File: src/rtl/adsmr_pkg.sv
`default_nettype none

package adsmr_pkg;

	// tally and result widths
	localparam int CNT_W     = 20;
	localparam int FRAC_BITS = 16;
	localparam int RATIO_W   = FRAC_BITS + 1;
	localparam int DIV_STEPS = RATIO_W;
	localparam int STEP_W    = $clog2(DIV_STEPS);
	localparam int CODE_W    = 8;
	localparam int SET_W     = 4;

	localparam logic [CNT_W-1:0]  CNT_MAX   = {CNT_W{1'b1}};
	localparam logic [STEP_W-1:0] STEP_LAST = STEP_W'(DIV_STEPS - 1);

	// bit-coded nucleotide codes
	localparam logic [CODE_W-1:0] CODE_A       = 8'h88;
	localparam logic [CODE_W-1:0] CODE_G       = 8'h48;
	localparam logic [CODE_W-1:0] CODE_C       = 8'h28;
	localparam logic [CODE_W-1:0] CODE_T       = 8'h18;
	localparam logic [CODE_W-1:0] CODE_R       = 8'hc0;
	localparam logic [CODE_W-1:0] CODE_M       = 8'ha0;
	localparam logic [CODE_W-1:0] CODE_W_AT    = 8'h90;
	localparam logic [CODE_W-1:0] CODE_S       = 8'h60;
	localparam logic [CODE_W-1:0] CODE_K       = 8'h50;
	localparam logic [CODE_W-1:0] CODE_Y       = 8'h30;
	localparam logic [CODE_W-1:0] CODE_V       = 8'he0;
	localparam logic [CODE_W-1:0] CODE_H       = 8'hb0;
	localparam logic [CODE_W-1:0] CODE_D       = 8'hd0;
	localparam logic [CODE_W-1:0] CODE_B       = 8'h70;
	localparam logic [CODE_W-1:0] CODE_N       = 8'hf0;
	localparam logic [CODE_W-1:0] CODE_GAP     = 8'h04;
	localparam logic [CODE_W-1:0] CODE_MISSING = 8'h02;

	// base set bits
	localparam logic [SET_W-1:0] SET_A = 4'b0001;
	localparam logic [SET_W-1:0] SET_C = 4'b0010;
	localparam logic [SET_W-1:0] SET_G = 4'b0100;
	localparam logic [SET_W-1:0] SET_T = 4'b1000;

	typedef enum logic [1:0] {
		ST_ACC,
		ST_DIV,
		ST_OUT
	} state_t;

	typedef struct packed {
		logic acc_en;   // site beat accepted
		logic div_step; // one quotient bit
		logic out_load; // result into output register
	} cmd_t;

	typedef struct packed {
		logic div_last; // final quotient bit this cycle
	} sts_t;

	function automatic logic [SET_W-1:0] base_set(input logic [CODE_W-1:0] code);
		logic [SET_W-1:0] s;
		unique case (code)
			CODE_A:    s = SET_A;
			CODE_G:    s = SET_G;
			CODE_C:    s = SET_C;
			CODE_T:    s = SET_T;
			CODE_R:    s = SET_A | SET_G;
			CODE_M:    s = SET_A | SET_C;
			CODE_W_AT: s = SET_A | SET_T;
			CODE_S:    s = SET_C | SET_G;
			CODE_K:    s = SET_G | SET_T;
			CODE_Y:    s = SET_C | SET_T;
			CODE_V:    s = SET_A | SET_C | SET_G;
			CODE_H:    s = SET_A | SET_C | SET_T;
			CODE_D:    s = SET_A | SET_G | SET_T;
			CODE_B:    s = SET_C | SET_G | SET_T;
			CODE_N:    s = SET_A | SET_C | SET_G | SET_T;
			default:   s = '0;
		endcase
		return s;
	endfunction

	function automatic logic is_present(input logic [CODE_W-1:0] code);
		return (code != CODE_GAP) && (code != CODE_MISSING);
	endfunction

endpackage

`default_nettype wire

File: src/rtl/adsmr_ctrl.sv
`default_nettype none

module adsmr_ctrl
	import adsmr_pkg::*;
(
	input  wire  clk,
	input  wire  arst_n,
	input  wire  s_tvalid,
	input  wire  s_tlast,
	output logic s_tready,
	output logic m_tvalid,
	input  wire  m_tready,
	input  sts_t sts,
	output cmd_t cmd
);

	state_t state_q, state_d;
	logic   m_tvalid_q;
	logic   accept;

	always_ff @(posedge clk or negedge arst_n) begin
		if (!arst_n) begin
			state_q    <= ST_ACC;
			m_tvalid_q <= 1'b0;
		end else begin
			state_q <= state_d;
			if (cmd.out_load) begin
				m_tvalid_q <= 1'b1;
			end else if (m_tready) begin
				m_tvalid_q <= 1'b0;
			end
		end
	end

	assign accept = s_tvalid && s_tready;

	always_comb begin
		state_d      = state_q;
		s_tready     = 1'b0;
		cmd.acc_en   = 1'b0;
		cmd.div_step = 1'b0;
		cmd.out_load = 1'b0;
		unique case (state_q)
			ST_ACC: begin
				s_tready   = 1'b1;
				cmd.acc_en = accept;
				if (accept && s_tlast) begin
					state_d = ST_DIV;
				end
			end
			ST_DIV: begin
				cmd.div_step = 1'b1;
				if (sts.div_last) begin
					state_d = ST_OUT;
				end
			end
			ST_OUT: begin
				// wait for the output register to free up
				if (!m_tvalid_q || m_tready) begin
					cmd.out_load = 1'b1;
					state_d      = ST_ACC;
				end
			end
			default: state_d = ST_ACC;
		endcase
	end

	assign m_tvalid = m_tvalid_q;

endmodule

`default_nettype wire

File: src/rtl/adsmr_dpath.sv
`default_nettype none

module adsmr_dpath
	import adsmr_pkg::*;
(
	input  wire                     clk,
	input  wire                     arst_n,
	input  wire  [2*CODE_W-1:0]     site,
	input  wire                     site_last,
	input  cmd_t                    cmd,
	output sts_t                    sts,
	output logic [CNT_W-1:0]        comp_cnt,
	output logic [CNT_W-1:0]        valid_cnt,
	output logic [RATIO_W-1:0]      ratio,
	output logic                    zero_valid
);

	logic [CNT_W-1:0]   comp_tally_q, valid_tally_q;
	logic [CNT_W-1:0]   comp_next, valid_next;
	logic [CNT_W-1:0]   comp_res_q, valid_res_q;
	logic [CNT_W:0]     rem_q;
	logic [RATIO_W-1:0] quo_q;
	logic [STEP_W-1:0]  step_q;
	logic [CNT_W:0]     rem_diff;
	logic               q_bit;
	logic [CNT_W:0]     rem_kept;
	logic [CNT_W-1:0]   comp_out_q, valid_out_q;
	logic [RATIO_W-1:0] ratio_out_q;
	logic               zero_out_q;
	logic               hit_comp, hit_valid;
	logic [CODE_W-1:0]  code_a, code_b;

	assign code_a = site[CODE_W-1:0];
	assign code_b = site[2*CODE_W-1:CODE_W];

	assign hit_comp  = |(base_set(code_a) & base_set(code_b));
	assign hit_valid = is_present(code_a) && is_present(code_b);

	assign comp_next  = (hit_comp && comp_tally_q != CNT_MAX) ?
		comp_tally_q + 1'b1 : comp_tally_q;
	assign valid_next = (hit_valid && valid_tally_q != CNT_MAX) ?
		valid_tally_q + 1'b1 : valid_tally_q;

	// tallies, cleared after the last site
	always_ff @(posedge clk or negedge arst_n) begin
		if (!arst_n) begin
			comp_tally_q  <= '0;
			valid_tally_q <= '0;
			step_q        <= '0;
		end else begin
			if (cmd.acc_en) begin
				if (site_last) begin
					comp_tally_q  <= '0;
					valid_tally_q <= '0;
					step_q        <= '0;
				end else begin
					comp_tally_q  <= comp_next;
					valid_tally_q <= valid_next;
				end
			end else if (cmd.div_step) begin
				step_q <= step_q + 1'b1;
			end
		end
	end

	// restoring divider, MSB first; compatible never exceeds valid
	assign rem_diff = rem_q - {1'b0, valid_res_q};
	assign q_bit    = rem_q >= {1'b0, valid_res_q};
	assign rem_kept = q_bit ? rem_diff : rem_q;

	always_ff @(posedge clk) begin
		if (cmd.acc_en && site_last) begin
			comp_res_q  <= comp_next;
			valid_res_q <= valid_next;
			rem_q       <= {1'b0, comp_next};
			quo_q       <= '0;
		end else if (cmd.div_step) begin
			rem_q <= {rem_kept[CNT_W-1:0], 1'b0};
			quo_q <= {quo_q[RATIO_W-2:0], q_bit};
		end
	end

	assign sts.div_last = (step_q == STEP_LAST);

	// output register
	always_ff @(posedge clk) begin
		if (cmd.out_load) begin
			comp_out_q  <= comp_res_q;
			valid_out_q <= valid_res_q;
			zero_out_q  <= (valid_res_q == '0);
			ratio_out_q <= (valid_res_q == '0) ? '0 : quo_q;
		end
	end

	assign comp_cnt   = comp_out_q;
	assign valid_cnt  = valid_out_q;
	assign ratio      = ratio_out_q;
	assign zero_valid = zero_out_q;

endmodule

`default_nettype wire

File: src/rtl/ambiguous_dna_site_match_ratio.sv
`default_nettype none

// Pairwise identity over an alignment of bit-coded ambiguous nucleotides.
// Each input beat is one aligned site: two IUPAC-coded bytes. Sites whose
// base sets overlap count as compatible; sites with no gap (0x04) or missing
// (0x02) byte count as valid. Unlisted codes are valid but never compatible.
// Both 20-bit tallies saturate. The beat with s_tlast set is counted, then
// one result beat carries both counts and floor(compatible*65536/valid) as
// unsigned Q1.16; m_tuser flags zero valid sites, with the ratio forced to 0.
// Tallies clear after the last site. Rate: one site per cycle while
// accumulating; a last site stalls the input while the shared bit-per-cycle
// restoring divider runs and the result is loaded into the output register,
// longer only if the previous result is still held there.

module ambiguous_dna_site_match_ratio
	import adsmr_pkg::*;
(
	input  wire         clk,
	input  wire         arst_n,
	input  wire         s_tvalid,
	output logic        s_tready,
	input  wire  [15:0] s_tdata,  // [7:0] base_first, [15:8] base_second
	input  wire         s_tlast,  // last_site
	output logic        m_tvalid,
	input  wire         m_tready,
	// [19:0] compatible_count, [39:20] valid_count, [56:40] ratio_q16, [63:57] zero
	output logic [63:0] m_tdata,
	output logic        m_tuser   // zero_valid
);

	localparam int PAD_W = 64 - 2*CNT_W - RATIO_W;

	cmd_t               cmd;
	sts_t               sts;
	logic [CNT_W-1:0]   comp_cnt, valid_cnt;
	logic [RATIO_W-1:0] ratio;
	logic               zero_valid;

	adsmr_ctrl u_ctrl (
		.clk      (clk),
		.arst_n   (arst_n),
		.s_tvalid (s_tvalid),
		.s_tlast  (s_tlast),
		.s_tready (s_tready),
		.m_tvalid (m_tvalid),
		.m_tready (m_tready),
		.sts      (sts),
		.cmd      (cmd)
	);

	adsmr_dpath u_dpath (
		.clk        (clk),
		.arst_n     (arst_n),
		.site       (s_tdata),
		.site_last  (s_tlast),
		.cmd        (cmd),
		.sts        (sts),
		.comp_cnt   (comp_cnt),
		.valid_cnt  (valid_cnt),
		.ratio      (ratio),
		.zero_valid (zero_valid)
	);

	assign m_tdata = {{PAD_W{1'b0}}, ratio, valid_cnt, comp_cnt};
	assign m_tuser = zero_valid;

`ifndef SYNTHESIS
	// a compatible site is always a valid site
	a_comp_le_valid: assert property (@(posedge clk) disable iff (!arst_n)
		m_tvalid |-> (m_tdata[19:0] <= m_tdata[39:20]))
		else $error("compatible count above valid count");

	a_ratio_range: assert property (@(posedge clk) disable iff (!arst_n)
		m_tvalid |-> (m_tdata[56:40] <= 17'd65536))
		else $error("ratio above one");

	a_zero_flag: assert property (@(posedge clk) disable iff (!arst_n)
		(m_tvalid && m_tuser) |-> (m_tdata[39:20] == '0 && m_tdata[56:40] == '0))
		else $error("zero_valid with nonzero valid count or ratio");

	a_no_accept_in_div: assert property (@(posedge clk) disable iff (!arst_n)
		cmd.div_step |-> !s_tready)
		else $error("input accepted during division");
`endif

endmodule

`default_nettype wire
File: config.mk
export PLATFORM = sky130hd
export DESIGN_NAME = ambiguous_dna_site_match_ratio
export DESIGN_NICKNAME = d
export VERILOG_FILES = /design/src/rtl/adsmr_pkg.sv /design/src/rtl/adsmr_ctrl.sv /design/src/rtl/adsmr_dpath.sv /design/src/rtl/ambiguous_dna_site_match_ratio.sv
export SDC_FILE = /design/constraint.sdc
export NUM_CORES = 1
export LEC_CHECK = 0
export BUFFER_PORTS_ARGS = -buffer_cell sky130_fd_sc_hd__clkbuf_2
export CAP_MARGIN = 15
export CORE_UTILIZATION = 59
export DETAILED_ROUTE_END_ITERATION = 10
export PLACE_DENSITY = 0.8
export SYNTH_ARGS = -nofsm -noshare
export SYNTH_HDL_FRONTEND = slang
export SYNTH_SLANG_ARGS = --single-unit
export TNS_END_PERCENT = 30
File: constraint.sdc
create_clock -name clk -period 4.5 [get_ports clk]
set_input_delay 1.125 -clock clk [delete_from_list [all_inputs] [get_ports clk]]
set_output_delay 1.125 -clock clk [all_outputs]
set_load 0.01 [all_outputs]
==> out/results.txt <==
Status: finished, final reports clean
Fmax: 285 MHz
Slew at the pin with the worst max-slew slack: 1.09 ns
Crit. End Element: flip-flop
Worst hold slack: 0.420 ns
Post-route setup TNS: 0 ns
Post-synth top cells: 118 x edfxtp_1, 109 x nand2_1, 82 x o21ai_0
DRT iter0 DRCs: 624
Detail Route Antenna Nets: 0
Most common cell in the netlist: edfxtp_1
Worst-path maximum fanout: 8
Setup Buffers After CTS: 0
Worst-case vdd ir drop: 371 µV
CP Buf/Inv Count: 1
H-tree depth: 4
Routed vias/inst: 5.91
GRT Residual Overflow: 0
Ratio of cells with drive above 1 in the final layout: 17.1%
Placer Congestion: 0.857
Top delay family on crit path: compound AO/OA/AOI/OAI gates
Critical Path AT: 3.69 ns
Routed len/inst: 17.3 µm
Overall Global Routing Usage: 24.9%
Via total after detailed routing: 6410
Hold Violations, Final: 0
Unique masters post-synth: 67
Vias in the first global route: 6063
Routed wire length: 18800 µm
Core ar.: 14800 µm²
CTS tree: built
HP Class: reg -> reg
Ant diodes: 0
Max Clock Skew: 0.00630 ns
Slew headroom: 27.4%
DR pass1 iterations: 5
Inserted Clock Buffers: 17
Largest net degree at the start of global routing: 86
Final setup fails: 0
Area leader, netlist: edfxtp_1
First-pass GRT wire length: 30600 µm
Post_cts resized: 0
CP peak stage delay: 0.53 ns
Boundary pin count: 88
CP Class: reg -> reg
Post-route cell area: 10200 µm²
Top cells by area, synth: edfxtp_1 39%, dfrtp_1 13%, o21ai_0 4.5%, nand2_1 4.5%, dfxtp_1 4.0%
Synth Flop Type: edfxtp_1
Min Clock Period, post-route: 3.51 ns
Power density over the cells: 543 nW/µm²
CTS max path bufs: 2
Slew Viols, Final: 0
FP Rows: 44
Chip width: 126 µm
Synth top area share: 39.2%
Fill count: 1082
Initial Utilization: 61.2%
# port buffers: 80
Seq/Total Area, Yosys: 56.5%
Post-Syn Area: 9030 µm²
Final nets: 933
HPWL after detailed placement: 12900 µm
Die Footprint: 15800 µm²
Async SR Flop Fraction: 26.1%
Remaining routing DRC violations: 0
Required time worst endpoint: 4.68 ns
Pwr Total: 0.00553 W
Syn avg cell area: 11.2 µm²
Post-placement cell area: 9620 µm²
RSZ-0062 raised after global routing: false
Root buffer cell: clkbuf_16
Worst-path cell chain: ha_1 -> nand2b_1 -> a21oi_2 -> a211oi_1 -> o31a_1 -> o311ai_4 -> o221ai_2 -> a21oi_2 -> buf_4 -> mux2_2 -> mux2_2
Number of synthesized flops with an enable pin: 118
Lkg Pwr: 4.19 nW
Initial antenna violation count: 0
Startpoint Class: flip-flop
Cts hold-fix bufs: 0
Yosys warnings: 0
Clock net sink count: 184
Maximum capacitance violations: 0
Non-Filler Instances: 1084
Post-synthesis register bit count: 184
Area Growth Syn to Fin: 12.7%
Die height: 126 µm
Clk slew on worst S/H paths: 0.07 ns
Clk Latency, worst-skew pair: 0.43 ns
Placed Cells incl. Taps: 1052
Tcrit/Tclk final: 78.0%
Syn Inst Count: 804
Slowest cell on crit path: edfxtp_1
[sequential cells by signal (all words and copies together), names as in the netlist]
name and flops:
u_dpath.rem_q 21, u_dpath.comp_cnt 20, u_dpath.comp_res_q 20, u_dpath.comp_tally_q 20, u_dpath.valid_cnt 20, u_dpath.valid_res_q 20
u_dpath.valid_tally_q 20, u_dpath.quo_q 17, u_dpath.ratio 17, u_dpath.step_q 5, u_ctrl.state_q 2, u_ctrl.m_tvalid 1
u_dpath.zero_valid 1
[cell usage in the layout (no fill, tap or decap), types with 3 or more instances in the layout]
| cell | netlist | layout |
|---|---|---|
| mux2i_1 | 17 | 17 |
| dfrtp_1 | 48 | 48 |
| conb_1 | 1 | 7 |
| nor2b_1 | 23 | 22 |
| and3_1 | 15 | 15 |
| nand4_1 | 8 | 8 |
| ha_1 | 24 | 24 |
| mux2_2 | 8 | 8 |
| o31ai_1 | 21 | 21 |
| nor4_1 | 14 | 14 |
| nor2_1 | 32 | 31 |
| inv_1 | 31 | 30 |
| a31oi_1 | 8 | 8 |
| a211oi_1 | 3 | 3 |
| o21ai_0 | 82 | 82 |
| o21ai_1 | 7 | 7 |
| dfxtp_1 | 18 | 18 |
| and2_1 | 5 | 5 |
| xor2_1 | 33 | 33 |
| buf_4 | 7 | 14 |
| o21a_1 | 5 | 5 |
| xnor2_1 | 30 | 30 |
| clkbuf_16 | 0 | 17 |
| nand3_1 | 18 | 18 |
| o31a_1 | 3 | 3 |
| a21o_1 | 5 | 5 |
| nand2b_1 | 6 | 6 |
| clkbuf_2 | 1 | 80 |
| a21oi_1 | 17 | 17 |
| nor3_1 | 13 | 13 |
| clkinvlp_4 | 0 | 3 |
| nand2_1 | 109 | 109 |
| edfxtp_1 | 118 | 118 |
| a22o_1 | 7 | 7 |
[kinds of logic after synthesis]
group | Yosys count | synth area share, %
mux | 25 | 2.88
fa+ha+maj | 25 | 3.55
xor+xnor | 65 | 6.47
flops | 184 | 56.5
buf+inv | 68 | 3.44
simple gates | 260 | 14.6
other cells | 1 | 0.0415
compound gates | 176 | 12.5
[per-stage QoR]
| step | setup slack (ns) | utilization (%) |
|---|---|---|
| 6_report | 0.989 | 69.0 |
| 5_1_grt | 0.819 | 69.0 |
| 4_1_cts | 0.995 | 69.0 |
| 3_5_place_dp | 0.734 | 65.2 |
| 3_3_place_gp | 0.900 | 65.2 |
| 2_1_floorplan | 0.170 | - |
[routing by layer]
layer / track usage, % / share of wire (%) / vias to the layer above
met1: 33.7 / 44 / 3058
met4: 9.90 / 2.6 / 0
met5: 0 / 0 / -
met3: 5.31 / 5.6 / 32
met2: 39.6 / 48 / 241
li1: - / - / 3079
[cell type report]
| type | count | area [µm²] | area share, % |
|---|---|---|---|
| inverter | 31 | 116 | 1.14 |
| tap | 184 | 230 | 2.26 |
| timing repair buffer | 95 | 526 | 5.16 |
| clock inverter | 13 | 124 | 1.22 |
| clock buffer | 19 | 433 | 4.25 |
| multi-input combinational | 558 | 3650 | 35.8 |
| sequential | 184 | 5100 | 50.1 |
[worst paths after layout]
path,from,end,slack (ns),cells past startpoint
min,u_dpath.comp_res_q[13]$_DFFE_PP_,u_dpath.comp_cnt[13]$_DFFE_PP_,0.42,0
max reg2reg,u_dpath.valid_res_q[0]$_DFFE_PP_,u_dpath.rem_q[18]$_DFFE_PP_,0.99,11
min in group asynchronous,arst_n,u_dpath.valid_tally_q[17]$_DFFE_PN0P_,0.73,1
max,u_dpath.valid_res_q[0]$_DFFE_PP_,u_dpath.rem_q[18]$_DFFE_PP_,0.99,11
min reg2reg,u_dpath.comp_res_q[13]$_DFFE_PP_,u_dpath.comp_cnt[13]$_DFFE_PP_,0.42,0
max in group asynchronous,arst_n,u_dpath.comp_tally_q[7]$_DFFE_PN0P_,2.94,2
[where the power goes]
| part | internal (W) | total, W | switching (W) |
|---|---|---|---|
| sequential | 0.00217 | 0.00235 | 0.000178 |
| combinational | 0.000774 | 0.00178 | 0.00101 |
| clock | 0.000770 | 0.00141 | 0.000636 |
| total | 0.00371 | 0.00553 | 0.00182 |
No activity file was read; power rests on OpenSTA's default activity.
